--- src/rtl/adam_pkg.sv ---
// adam_pkg: shared types, widths, constants and state codes of the adam update block
// no dependencies; used by every module of the block but adam_ram by scoped names
package adam_pkg;

  localparam int FRAC_BITS       = 24;
  localparam int PARAM_COUNT_DEF = 1024;
  localparam int IDX_W           = 10;
  localparam int DATA_W          = 32;
  localparam int FX_W            = 25;
  localparam int BETA_W          = 24;
  localparam int PADDR_W         = 4;

  localparam logic [FX_W-1:0] FX_ONE = FX_W'(1) << FRAC_BITS;

  // shared multiplier
  localparam int MUL_W  = 33;
  localparam int PROD_W = 66;
  localparam logic signed [PROD_W-1:0] ACC_MAX = PROD_W'(64'h7fff_ffff);
  localparam logic signed [PROD_W-1:0] ACC_MIN = -(PROD_W'(64'h8000_0000));

  // square root unit: two radicand bits per cycle
  localparam int SQ_IN_W  = 56;
  localparam int SQ_OUT_W = SQ_IN_W / 2;
  localparam int SQ_REM_W = SQ_OUT_W + 1;

  // divider unit: one quotient bit per cycle plus an overflow check
  localparam int DIV_NUM_W = 56;
  localparam int DIV_DEN_W = 29;
  localparam int DIV_Q_W   = 33;

  // register reset values
  localparam logic [FX_W-1:0]   LEARN_RATE_RST  = FX_W'(16777);
  localparam logic [BETA_W-1:0] BETA_FIRST_RST  = BETA_W'(16609444);
  localparam logic [BETA_W-1:0] BETA_SECOND_RST = BETA_W'(16760439);
  localparam logic [FX_W-1:0]   EPSILON_RST     = FX_W'(1);

  typedef enum logic [1:0] {
    REG_LEARN_RATE,
    REG_BETA_FIRST,
    REG_BETA_SECOND,
    REG_EPSILON
  } cfg_reg_t;

  typedef enum logic [4:0] {
    ST_CLEAR,
    ST_IDLE,
    ST_RD,
    ST_S_SQW,
    ST_S_MUL,
    ST_S_DIV,
    ST_S_DIVW,
    ST_M_B1,
    ST_M_G1,
    ST_M_GG,
    ST_M_B2,
    ST_M_V1,
    ST_M_V2,
    ST_M_V3,
    ST_V_SAT,
    ST_A_SQW,
    ST_A_DIV,
    ST_A_DIVW,
    ST_P1,
    ST_P2,
    ST_P3,
    ST_DONE
  } ctrl_state_t;

  typedef struct packed {
    logic [IDX_W-1:0]         param_index;
    logic signed [DATA_W-1:0] gradient;
    logic                     last_of_step;
  } in_item_t;

  typedef struct packed {
    logic signed [DATA_W-1:0] ascent;
    logic [DATA_W-1:0]        step_size;
    logic [IDX_W-1:0]         out_index;
    logic                     out_last;
  } out_item_t;

endpackage

--- src/rtl/adam_mul.sv ---
// adam_mul: shared signed multiplier with registered product
// depends on adam_pkg for operand widths
module adam_mul (
  input  logic                                 clk,
  input  logic signed [adam_pkg::MUL_W-1:0]    a,
  input  logic signed [adam_pkg::MUL_W-1:0]    b,
  output logic signed [adam_pkg::PROD_W-1:0]   p
);

  always_ff @(posedge clk) begin
    p <= a * b;
  end

endmodule

--- config.mk ---
export PLATFORM = sky130hd
export DESIGN_NAME = adam_mul
export DESIGN_NICKNAME = d
export VERILOG_FILES = /design/src/rtl/adam_pkg.sv /design/src/rtl/adam_mul.sv
export SDC_FILE = /design/constraint.sdc
export NUM_CORES = 2
export LEC_CHECK = 0
export BUFFER_PORTS_ARGS = -buffer_cell sky130_fd_sc_hd__buf_2
export CAP_MARGIN = 20
export CORE_MARGIN = 2
export CORE_UTILIZATION = 60
export CTS_CLUSTER_DIAMETER = 200
export DETAILED_ROUTE_END_ITERATION = 10
export GPL_ROUTABILITY_DRIVEN = 0
export PLACE_DENSITY_LB_ADDON = 0.08
export SYNTH_ARGS = -nofsm -noshare
export SYNTH_HDL_FRONTEND = slang
export SYNTH_SLANG_ARGS = --single-unit
--- constraint.sdc ---
create_clock -name clk -period 17.3 [get_ports clk]
set_input_delay 4.325 -clock clk [delete_from_list [all_inputs] [get_ports clk]]
set_output_delay 4.325 -clock clk [all_outputs]
set_load 0.02 [all_outputs]
==> flow_metrics.tcl <==
set metrics [dict create \
    post-route-min-period_ns 12.08 \
    synth_top_area_share 0.5627 \
    initial_core_util 0.6065 \
    status "completed" \
    cts_buffer_depth 2 \
    seq_area_frac_synth 0.03244 \
    clk_pin_slew_ns 0.07 \
    cts_sinks 66 \
    arrival_ns 12.35 \
    drtIter0Drc 1710 \
    ys_ff_latch 66 \
    syn_area_sq_mm 0.04073 \
    hold_path.class "input pin to register" \
    worstPathMaxFanout 33 \
    cts_tree "yes" \
    numPlacedInstances 5131 \
    critical_path_required_ns 17.57 \
    drv_slew 0 \
    die_w_microns 264.6 \
    first_global_vias 31007 \
    cts-root-buf "clkbuf_16" \
    async_flop_share 0 \
    syn_inst 4338 \
    drt-total-wl_mm 107.2 \
    grt-ovfl-total 0 \
    mostFrequentLayoutCells "fa_1 (1,145), inv_1 (1,131), and2_1 (562), nand2_1 (551), ha_1 (217)" \
    rsz0062_at_grt "false" \
    grt_pass1_wl_mm 172.9 \
    synth_area_leader_cell "fa_1" \
    h-tree-depth 3 \
    synth_edf_count 0 \
    setup_viol 0 \
    post_cts_buffers 0 \
    die_area_sq_mm 0.06999 \
    holdBufCountCts 0 \
    drc_errors 0 \
    finalHoldViolCount 0 \
    post_cts_resized 0 \
    largest_register "p" \
    maxSlewHeadroom 0.3293 \
    dr.pass1.iters 5 \
    groute.usage.overall 0.3256 \
    via_per_inst 5.507 \
    ys.flop_type "dfxtp_1" \
    vias 28353 \
    dp_hpwl_mm 88.22 \
    endpoint_kind "register" \
    maxCapViolCount 0 \
    antenna_found_initial 6 \
    drive_above_1_share 0.04538 \
    core_area_sq_mm 0.06716 \
    ys_top_cells_by_area "fa_1 (56%), inv_1 (10%), and2_1 (8.6%)" \
    top_regs "p (66)" \
    layout_commonest_cell "fa_1" \
    ios 133 \
    startpoint_type "input pin" \
    synthToLayoutAreaGrowth_pct 3.173 \
    largest_reg_flops 66 \
    final_nets 5699 \
    wl_per_cell_microns 20.82 \
    floorplan.rows 95 \
    portBuffers 132 \
    place_ws_ns 4.872 \
    crit_type "input pin to register" \
    yosys_warnings 0 \
    cts_buffers 9 \
    avgSynthCellArea_sq_um 9.390 \
    fp.dieH_microns 264.6 \
    finalNonFillerCells 5149 \
    syn_nets 5767 \
    grt_max_degree 34 \
    setup_ws_ns 5.221 \
    min_period_over_period 0.6982 \
    max_freq_mhz 82.79 \
    fin_tns_setup_ns 0 \
    ant_nets 0 \
    synth_cell_type_count 80 \
    worstMarginPinSlew_ns 1.005 \
]
-- final cells by class --
type,count,area (sq um)
multi-input cells,2920,34320
fillers,5866,25130
inverters,1131,4245
flip-flops and latches,66,1321
well taps,873,1092
repair buffers,142,775.7
clock buffers,11,242.7
clock inverters,5,30.03
diodes,1,2.502
-- kinds of logic after synthesis --
| group | after synthesis | share of synthesized area |
|---|---|---|
| DFF | 66 | 0.03244 |
| xor gates and xnor gates | 68 | 0.01462 |
| and+or+nand+nor | 1271 | 0.1578 |
| buffers and inverters | 1352 | 0.1251 |
| AOI/OAI and AO/OA | 219 | 0.04067 |
| adders and majority gates | 1362 | 0.6294 |
-- critical path, cell delays in order --
cell and delay, ns:
buf_2 0.59, nand2_1 0.27, inv_1 0.15, fa_1 0.44
fa_1 0.54, inv_1 0.14, fa_1 0.56, inv_1 0.07
fa_1 1.18, fa_1 0.58, fa_1 0.51, fa_1 0.50
inv_1 0.05, fa_1 0.47, inv_1 0.04, ha_1 0.42
and3_1 0.19, nand3_1 0.09, nand2b_1 0.24, a2111oi_4 0.35
a211oi_4 0.08, a21o_2 0.24, a21o_1 0.16, a211oi_2 0.15
-- layer usage --
layer / up-vias / share of wire / track usage
met5: - / 0.00021 / 0
met4: 4 / 0.064 / 0.1677
met3: 257 / 0.048 / 0.03456
met2: 896 / 0.52 / 0.5711
met1: 15012 / 0.37 / 0.4011
li1: 12184 / - / -
-- cell usage after synthesis (all sizes together), types with 7 or more instances --
master and instances:
a21o 38, xor2 25, nand2b 12, a211oi 11
nand2 551, nand3 26, inv 1131, and2 563
ha 217, o21ai 33, a31oi 9, nor3 7
buf 13, dfxtp 66, o31ai 7, nor2 68
a21oi 61, xnor2 43, fa 1145, o21bai 11
nand4 12, clkbuf 208
-- final timing paths --
kind              cells after the start  endpoint  from  slack, ns
hold / removal                        2      p[0]  b[0]       4.52
setup / recovery                     24     p[62]  b[6]       5.22
-- stage by stage --
step                        util  instance area [sq um]  hold WS, ns
after floorplan                -                  40730        4.452
after global placement    0.6209                  41700        4.741
after detailed placement  0.6213                  41720        4.741
after CTS                 0.6253                  42000        4.506
after global routing      0.6258                  42030        4.548
final                     0.6258                  42030        4.522
Power is left out: the tool's default activity adds up to more than one toggle a clock period on the data nets, which glitch-free logic cannot reach.
