`config.mk`:
```
export PLATFORM = sky130hd
export DESIGN_NAME = adam_sqrt
export DESIGN_NICKNAME = d
export VERILOG_FILES = /design/src/rtl/adam_pkg.sv /design/src/rtl/adam_sqrt.sv
export SDC_FILE = /design/constraint.sdc
export NUM_CORES = 1
export LEC_CHECK = 0
export ABC_AREA = 1
export BUFFER_PORTS_ARGS = -buffer_cell sky130_fd_sc_hd__buf_2
export CAP_MARGIN = 20
export CORE_UTILIZATION = 60
export CTS_CLUSTER_DIAMETER = 80
export DETAILED_ROUTE_END_ITERATION = 12
export PLACE_DENSITY = 0.89
export SYNTH_ARGS = -nofsm -noshare
export SYNTH_HDL_FRONTEND = slang
export SYNTH_SLANG_ARGS = --single-unit
```
`constraint.sdc`:
```
create_clock -name clk -period 19.9 [get_ports clk]
set_clock_uncertainty 0.1 [all_clocks]
set_input_delay 1.99 -clock clk [delete_from_list [all_inputs] [get_ports clk]]
set_output_delay 1.99 -clock clk [all_outputs]
set_load 0.005 [all_outputs]
```
`src/rtl/adam_pkg.sv`:
```
// adam_pkg: shared types, widths, constants and state codes of the adam update block
// no dependencies; used by every module of the block but adam_ram by scoped names
package adam_pkg;

  localparam int FRAC_BITS       = 24;
  localparam int PARAM_COUNT_DEF = 1024;
  localparam int IDX_W           = 10;
  localparam int DATA_W          = 32;
  localparam int FX_W            = 25;
  localparam int BETA_W          = 24;
  localparam int PADDR_W         = 4;

  localparam logic [FX_W-1:0] FX_ONE = FX_W'(1) << FRAC_BITS;

  // shared multiplier
  localparam int MUL_W  = 33;
  localparam int PROD_W = 66;
  localparam logic signed [PROD_W-1:0] ACC_MAX = PROD_W'(64'h7fff_ffff);
  localparam logic signed [PROD_W-1:0] ACC_MIN = -(PROD_W'(64'h8000_0000));

  // square root unit: two radicand bits per cycle
  localparam int SQ_IN_W  = 56;
  localparam int SQ_OUT_W = SQ_IN_W / 2;
  localparam int SQ_REM_W = SQ_OUT_W + 1;

  // divider unit: one quotient bit per cycle plus an overflow check
  localparam int DIV_NUM_W = 56;
  localparam int DIV_DEN_W = 29;
  localparam int DIV_Q_W   = 33;

  // register reset values
  localparam logic [FX_W-1:0]   LEARN_RATE_RST  = FX_W'(16777);
  localparam logic [BETA_W-1:0] BETA_FIRST_RST  = BETA_W'(16609444);
  localparam logic [BETA_W-1:0] BETA_SECOND_RST = BETA_W'(16760439);
  localparam logic [FX_W-1:0]   EPSILON_RST     = FX_W'(1);

  typedef enum logic [1:0] {
    REG_LEARN_RATE,
    REG_BETA_FIRST,
    REG_BETA_SECOND,
    REG_EPSILON
  } cfg_reg_t;

  typedef enum logic [4:0] {
    ST_CLEAR,
    ST_IDLE,
    ST_RD,
    ST_S_SQW,
    ST_S_MUL,
    ST_S_DIV,
    ST_S_DIVW,
    ST_M_B1,
    ST_M_G1,
    ST_M_GG,
    ST_M_B2,
    ST_M_V1,
    ST_M_V2,
    ST_M_V3,
    ST_V_SAT,
    ST_A_SQW,
    ST_A_DIV,
    ST_A_DIVW,
    ST_P1,
    ST_P2,
    ST_P3,
    ST_DONE
  } ctrl_state_t;

  typedef struct packed {
    logic [IDX_W-1:0]         param_index;
    logic signed [DATA_W-1:0] gradient;
    logic                     last_of_step;
  } in_item_t;

  typedef struct packed {
    logic signed [DATA_W-1:0] ascent;
    logic [DATA_W-1:0]        step_size;
    logic [IDX_W-1:0]         out_index;
    logic                     out_last;
  } out_item_t;

endpackage

```
`src/rtl/adam_sqrt.sv`:
```
// adam_sqrt: iterative integer square root, two radicand bits per cycle
// depends on adam_pkg for widths
module adam_sqrt (
  input  logic                              clk,
  input  logic                              rst,
  input  logic                              start,
  input  logic [adam_pkg::SQ_IN_W-1:0]      radicand,
  output logic                              done,
  output logic [adam_pkg::SQ_OUT_W-1:0]     root
);

  localparam int CW = $clog2(adam_pkg::SQ_OUT_W);

  logic [adam_pkg::SQ_IN_W-1:0]  rad;
  logic [adam_pkg::SQ_REM_W-1:0] rem;
  logic [CW-1:0]                 cnt;
  logic                          busy;

  logic [adam_pkg::SQ_REM_W+1:0] rem_sh;
  logic [adam_pkg::SQ_REM_W+1:0] trial;
  logic                          ge;

  always_comb begin
    rem_sh = {rem, rad[adam_pkg::SQ_IN_W-1 -: 2]};
    trial  = {1'b0, root, 2'b01};
    ge     = (rem_sh >= trial);
  end

  always_ff @(posedge clk) begin
    if (rst) begin
      busy <= 1'b0;
      done <= 1'b0;
      cnt  <= '0;
    end else begin
      done <= 1'b0;
      if (start) begin
        rad  <= radicand;
        rem  <= '0;
        root <= '0;
        cnt  <= '0;
        busy <= 1'b1;
      end else if (busy) begin
        rad  <= rad << 2;
        rem  <= ge ? adam_pkg::SQ_REM_W'(rem_sh - trial) : rem_sh[adam_pkg::SQ_REM_W-1:0];
        root <= {root[adam_pkg::SQ_OUT_W-2:0], ge};
        cnt  <= cnt + 1'b1;
        if (cnt == CW'(adam_pkg::SQ_OUT_W - 1)) begin
          busy <= 1'b0;
          done <= 1'b1;
        end
      end
    end
  end

endmodule

```
==> results.tsv, run 1 <==
stage	metric	value	unit
outcome	status	complete, no violations	
floorplanning	die_area	12800	um^2
timing	tightest_slew	1.05	ns
floorplanning	dieWidth	113	um
setup_path	crit_buf_inv	4	
grt	grt_overflow	0	
clocking	clock-root-buffer	clkbuf_16	
place	port_buffers	87	
clocking	cts_setup_buffers	0	
logic_synthesis	yosysTopAreaCellShare	45.7	%
power_and_ir_drop	seqPwrFrac	38.4	%
clocking	h-tree-depth	4	
route	drt_iter0_drc	424	
logic_synthesis	synth_area	7420	um^2
logic_synthesis	yosysUniqueCellTypes	34	
route	drc	0	
logic_synthesis	synth_cells	1002	
grt	grt_pass1_vias	5967	
finish	antenna_cells	0	
logic_synthesis	yosysTopAreaCell	edfxtp_1	
setup_path	path_max_fanout	90	
route	vias	6330	
finish	final_cells	1246	
power_and_ir_drop	powerDensity	94.1	nW/um^2
setup_path	crit_path_start_kind	input pin	
grt	grt_use_total	26.9	%
timing	timing.final.crit_share	23.7	%
timing	fmax	212	MHz
hold_path	hold_class	reg -> reg	
finish	layout_common_cells	nand2_1 (442), inv_1 (159), nor2_1 (114), edfxtp_1 (113), buf_2 (87)	
power_and_ir_drop	p_int	580	uW
setup_path	cpMaxStageDelayCell	buf_4	
setup_path	critPathKind	in -> reg	
setup_path	cp_top_family	buffers and inverters	
route	wl_per_cell	12.7	um
power_and_ir_drop	ir_drop	0.102	mV
grt	grt_pass1_wl	26700	um
clocking	holdBufCountCts	0	
finish	drive_gt1_share	11.9	%
clocking	clkSinkCount	120	
timing	setup_tns	0	ns
logic_synthesis	synth.avg_cell_area	7.40	um^2
finish	syn_to_final_growth	15.6	%
floorplanning	rows	40	
place	dp_hpwl	11000	um
logic_synthesis	synthArstFlopShare	0	%
floorplanning	die_h	113	um
power_and_ir_drop	p_sw	227	uW
power_and_ir_drop	power.total	807	uW
finish	nNetsFinal	1177	
power_and_ir_drop	p_comb_share	20.6	%
finish	multi_input_area	3150	um^2
floorplanning	io_pins	88	
finish	final_util	71.4	%
setup_path	arrival	4.66	ns
grt	grt_max_degree	91	
flow_run	maxCapViolCount	0	
timing	rsz0062_at_grt	no	
finish	design_area	8580	um^2
clocking	post_cts_resized	0	
power_and_ir_drop	p_leak	0.00450	uW
logic_synthesis	ys_ff_latch	120	
setup_path	critPathCaptureType	flop	
setup_path	cpMostUsedCell	buf_4	
setup_path	path_cells	buf_2 > buf_4 > inv_2 > a21oi_4 > buf_4	
route	viasPerCell	5.08	
logic_synthesis	synth.net_count	1092	
clocking	clockBufferDepth	2	
clocking	clkTransAtPathRegs	0.06	ns
clocking	cts_tree	done	
floorplanning	core-area	12000	um^2
route	antenna_left	0	
logic_synthesis	synth-main-ff-cell	edfxtp_1	
place	numPlacedInstances	1215	
place	place_congestion	0.911	
power_and_ir_drop	pwr-share-clk	41.0	%
logic_synthesis	yosys-top-cells-area	edfxtp_1 (46%), nand2_1 (22%), inv_1 (8.0%)	
finish	layout_commonest_cell	nand2_1	
clocking	numCtsBuffers	17	
logic_synthesis	synth_warnings	0	
timing	setup_viol	0	
floorplanning	initial_core_util	61.8	%
timing	period_minus_slack	4.73	ns
setup_path	cp.required	19.84	ns
setup_path	r2r_slack	17.01	ns
power_and_ir_drop	switching_share	28.1	%
route	drt_wl_total	15800	um
finish	nFillCells	947	
setup_path	cpPeakStageDelay	0.93	ns
grt	antenna_found_initial	0	
logic_synthesis	synth_edf_count	113	
timing	slew_headroom	30.1	%
route	firstDrtPassIters	7	
logic_synthesis	ys_seq_area_share	47.6	%
timing	slew_violations	0	
clocking	insertion_delay	0.42	ns
finish	final-seq-area	3530	um^2
place	place_area	7950	um^2
timing	hold_viol	0	
==> synth_stat cells, types with 2 or more instances <==
cell type	number
edfxtp_1	113
and2_1	5
buf_6	4
buf_1	2
clkbuf_1	16
nand2_2	4
dfxtp_1	7
nand4_1	10
a21oi_1	16
buf_4	2
nand2_1	442
nand3_1	29
nand3b_1	4
ha_1	31
nor2_2	2
xnor2_1	12
o21ai_0	3
xor2_1	2
nor2_1	114
inv_2	3
nor3_1	5
o21bai_1	5
clkinv_1	2
inv_1	159
==> power groups by stage <==
stage	Sequential, uW	Combinational (uW)	Clock, uW
4_1_cts	310	166	333
2_1_floorplan	315	126	0
6_report	310	166	331
5_1_grt	312	191	343
3_5_place_dp	314	163	0
3_3_place_gp	314	160	0
==> through the flow <==
step | setup WS (ns) | hold WS [ns]
after floorplan | 11.19 | 0.365
after global placement | 14.82 | 0.391
after detailed placement | 14.77 | 0.397
after CTS | 15.20 | 0.411
after global routing | 14.92 | 0.439
final | 15.17 | 0.409
==> per-layer routing <==
metal | routed length, um | vias to the layer above | global-route usage, % | part of all wire [%]
li1 | - | 3262 | - | -
met1 | 7130 | 2855 | 34.0 | 45
met2 | 7590 | 175 | 44.7 | 48
met3 | 725 | 38 | 5.52 | 4.6
met4 | 408 | 0 | 12.1 | 2.6
met5 | 0 | - | 0 | 0
==> final timing paths <==
check	cells after the start	to	startpoint
setup reg to reg	15	rem[28]	rem[4]
hold reg to reg	2	rad[41]	rad[39]
hold / removal	2	rad[41]	rad[39]
setup / recovery	5	root[6]	start
==> worst reg2reg max path, cell delays in order, from the launching register on <==
cell and delay, ns:
edfxtp_1 0.42, ha_1 0.35, nand2_1 0.11, inv_1 0.07, nand2_1 0.09, clkinv_1 0.06, nand2_1 0.07, nand2_2 0.08
nand2_1 0.09, nand2_2 0.09, nand2_2 0.09, nand3_4 0.44, nand2_1 0.36, nand2_1 0.09, nand2_1 0.08, inv_1 0.05
==> cells by family after synthesis <==
kind of cell	count (synthesis)	synth area share (%)
and+or+nand+nor	621	33.3
DFF	120	47.6
xor gates and xnor gates	14	1.65
adders and majority gates	31	5.23
AOI/OAI and AO/OA	28	2.16
buffers and inverters	188	10.0
==> final cells by class <==
class	instances	share of cell area [%]
timing repair buffer	90	5.34
inverter	164	7.18
clock buffer	18	5.00
sequential	120	41.2
multi-input combinational	694	36.8
tap	147	2.14
clock inverter	13	2.35
==> registers in the layout (all words and copies together), names as in the netlist <==
name  flops
cnt       5
rad      56
rem      29
done      1
busy      1
root     28
Note: power is estimated with default switching activity, not from simulation.
==> run 2, diff against run 1 <==
--- a/config.mk
+++ b/config.mk
@@ -8,10 +8,10 @@
 export ABC_AREA = 1
 export BUFFER_PORTS_ARGS = -buffer_cell sky130_fd_sc_hd__buf_2
 export CAP_MARGIN = 20
-export CORE_UTILIZATION = 60
+export CORE_UTILIZATION = 59
 export CTS_CLUSTER_DIAMETER = 80
 export DETAILED_ROUTE_END_ITERATION = 12
-export PLACE_DENSITY = 0.89
+export PLACE_DENSITY = 0.88
 export SYNTH_ARGS = -nofsm -noshare
 export SYNTH_HDL_FRONTEND = slang
 export SYNTH_SLANG_ARGS = --single-unit
==> constraint.sdc (replaced) <==
create_clock -name clk -period 4.4 [get_ports clk]
set_clock_uncertainty 0.1 [all_clocks]
set_input_delay 0.44 -clock clk [delete_from_list [all_inputs] [get_ports clk]]
set_output_delay 0.44 -clock clk [all_outputs]
set_load 0.005 [all_outputs]
==> run 2 against run 1 <==
Net effect:
- highest routed layer unchanged
- non-clock buffer count rose by 1
- core utilization is 0.56 points lower
- largest cell class unchanged
- sequential power increased to 4.5 times the previous value
- critical path depth grew 11
==> results.tsv, run 2 (synthesized netlist as in run 1, its figures left out) <==
stage	metric	value	unit	change
outcome	status	complete, no violations		unchanged
setup_path	r2r-end	rem[25]		was rem[28]
finish	design_area	8580	um^2	about the same
grt	antenna_found_initial	0		unchanged
timing	setup_tns	0	ns	unchanged
grt	grt_pass1_vias	5923		was 5,967
hold_path	hold_class	in -> reg		was reg -> reg
floorplanning	rows	40		unchanged
hold_path	min_to	rad[1]		was rad[41]
route	drt_wl_total	16500	um	was 15,800 um
power_and_ir_drop	pwr-share-clk	39.5	%	was 41.0%
power_and_ir_drop	seqPwrFrac	39.3	%	was 38.4%
clocking	clkTransAtPathRegs	0.06	ns	about the same
power_and_ir_drop	powerDensity	415	nW/um^2	was 94.1 nW/um^2
grt	grt_overflow	0		unchanged
setup_path	arrival	2.86	ns	was 4.66 ns
finish	syn_to_final_growth	15.6	%	about the same
clocking	clock-root-buffer	clkbuf_16		unchanged
clocking	cts_tree	done		unchanged
floorplanning	die_h	114	um	was 113 um
setup_path	critPathKind	reg -> reg		was in -> reg
grt	grt_pass1_wl	27200	um	was 26,700 um
route	drt_iter0_drc	497		was 424
flow_run	maxCapViolCount	0		unchanged
finish	nFillCells	954		was 947
timing	tightest_slew	0.911	ns	was 1.05 ns
floorplanning	io_pins	88		unchanged
finish	largest_register_ffs	56		unchanged
route	antenna_left	0		unchanged
clocking	post_cts_resized	0		unchanged
timing	rsz0062_at_grt	no		unchanged
finish	layout_commonest_cell	nand2_1		unchanged
route	wl_per_cell	13.0	um	was 12.7 um
floorplanning	die_area	13000	um^2	was 12,800 um^2
place	place_area	7980	um^2	was 7950 um^2
power_and_ir_drop	p_int	2520	uW	was 580 uW
clocking	h-tree-depth	4		unchanged
timing	fmax	359	MHz	
hold_path	hold_path_depth	3		was 2
route	firstDrtPassIters	5		was 7
setup_path	path_max_fanout	53		was 90
power_and_ir_drop	ir_drop	0.388	mV	was 0.102 mV
place	dp_hpwl	11600	um	was 11,000 um
power_and_ir_drop	p_comb_share	21.3	%	was 20.6%
route	drc	0		unchanged
setup_path	critPathCaptureType	flop		unchanged
timing	hold_viol	0		unchanged
place	port_buffers	87		unchanged
setup_path	crit_path_start_kind	flop		was input pin
finish	final-seq-area	3530	um^2	unchanged
timing	slew_headroom	39.3	%	was 30.1%
route	vias	6317		was 6,330
clocking	insertion_delay	0.43	ns	was 0.42 ns
place	place_congestion	0.942		was 0.911
grt	grt_max_degree	90		was 91
finish	antenna_cells	0		unchanged
floorplanning	initial_core_util	61.3	%	was 61.8%
timing	setup_viol	0		unchanged
clocking	cts_setup_buffers	0		unchanged
setup_path	worstReg2RegStart	root[12]		was rem[4]
hold_path	hp-start	radicand[1]		was rad[39]
clocking	numCtsBuffers	17		unchanged
setup_path	cp.required	4.48	ns	was 19.84 ns
setup_path	r2r_slack	1.62	ns	was 17.01 ns
finish	top_register	rad		unchanged
route	viasPerCell	4.98		was 5.08
finish	multi_input_area	3150	um^2	unchanged
floorplanning	core-area	12100	um^2	was 12,000 um^2
clocking	clkSinkCount	120		unchanged
clocking	clockBufferDepth	2		unchanged
power_and_ir_drop	p_leak	0.00449	uW	was 0.00450 uW
floorplanning	dieWidth	114	um	was 113 um
timing	timing.final.crit_share	63.2	%	
finish	drive_gt1_share	12.2	%	was 11.9%
power_and_ir_drop	switching_share	29.4	%	was 28.1%
setup_path	r2r_cells	16		was 15
finish	nNetsFinal	1178		was 1,177
clocking	holdBufCountCts	0		unchanged
grt	grt_use_total	27.3	%	was 26.9%
timing	period_minus_slack	2.78	ns	
power_and_ir_drop	p_sw	1050	uW	was 227 uW
timing	slew_violations	0		unchanged
finish	top_regs	rad (56), rem (29), root (28)		unchanged
finish	layout_common_cells	nand2_1 (442), inv_1 (159), nor2_1 (114), edfxtp_1 (113), buf_2 (87)		unchanged
-- run 2: cell types whose count changed in the layout (fill, tap and decap cells not counted), sizes merged --
cell | before | now
clkinvlp | 1 | 2
clkinv | 7 | 9
inv | 164 | 165
buf | 90 | 91
clkbuf | 18 | 17
bufinv | 5 | 3
-- run 2: area by class of cell --
cell class,instances,share of cell area [%]
inverters,164,7.18
well taps,168,2.45
clock inverters,15,2.04
clock buffers,17,4.96
flip-flops and latches,120,41.2
multi-input cells,694,36.8
repair buffers,91,5.43
-- run 2: worst max-delay path by stage --
stage	start	to	cells after the start
2_1_floorplan	start	rad[0]	3
3_3_place_gp	root[12]	rem[25]	16
3_5_place_dp	root[12]	rem[25]	16
4_1_cts	root[12]	rem[25]	16
5_1_grt	root[14]	rem[27]	14
6_report	root[12]	rem[25]	16
-- run 2: power groups by stage --
stage,Sequential (uW),Combinational (uW),Clock [uW]
finish,1400,758,1410
detailed placement,1420,746,0
global placement,1420,737,0
global route,1410,869,1470
floorplan,1420,571,0
CTS,1400,753,1430
-- run 2: critical path: stages (launching register included) --
cell and delay (ns):
edfxtp_1 0.34, inv_1 0.06, ha_1 0.36, nand2_1 0.12, inv_1 0.07, nand2_1 0.11, inv_2 0.05, nand2_1 0.09
clkinv_1 0.06, nand2_1 0.07, nand2_2 0.08, nand2_2 0.08, nand3_4 0.43, nand2_1 0.33, nand2_1 0.07, nand2_1 0.07
inv_1 0.04
-- run 2: through the flow --
stage	cells	hold slack [ns]	power, uW	setup WS, ns	utilization [%]
floorplan	1002	0.365	1990	1.17	-
global placement	1237	0.391	2150	1.60	65.9
detailed placement	1237	0.393	2170	1.61	65.9
CTS	1269	0.154	3580	1.60	70.8
global route	1269	0.177	3740	1.26	70.8
finish	1269	0.171	3560	1.62	70.8
-- run 2: per-layer routing --
metal	vias up	GRT usage, %	part of all wire, %
met5	-	0	0
met4	0	11.0	1.9
met3	22	5.40	5.2
met2	175	45.1	49
met1	2866	35.3	44
li1	3254	-	-
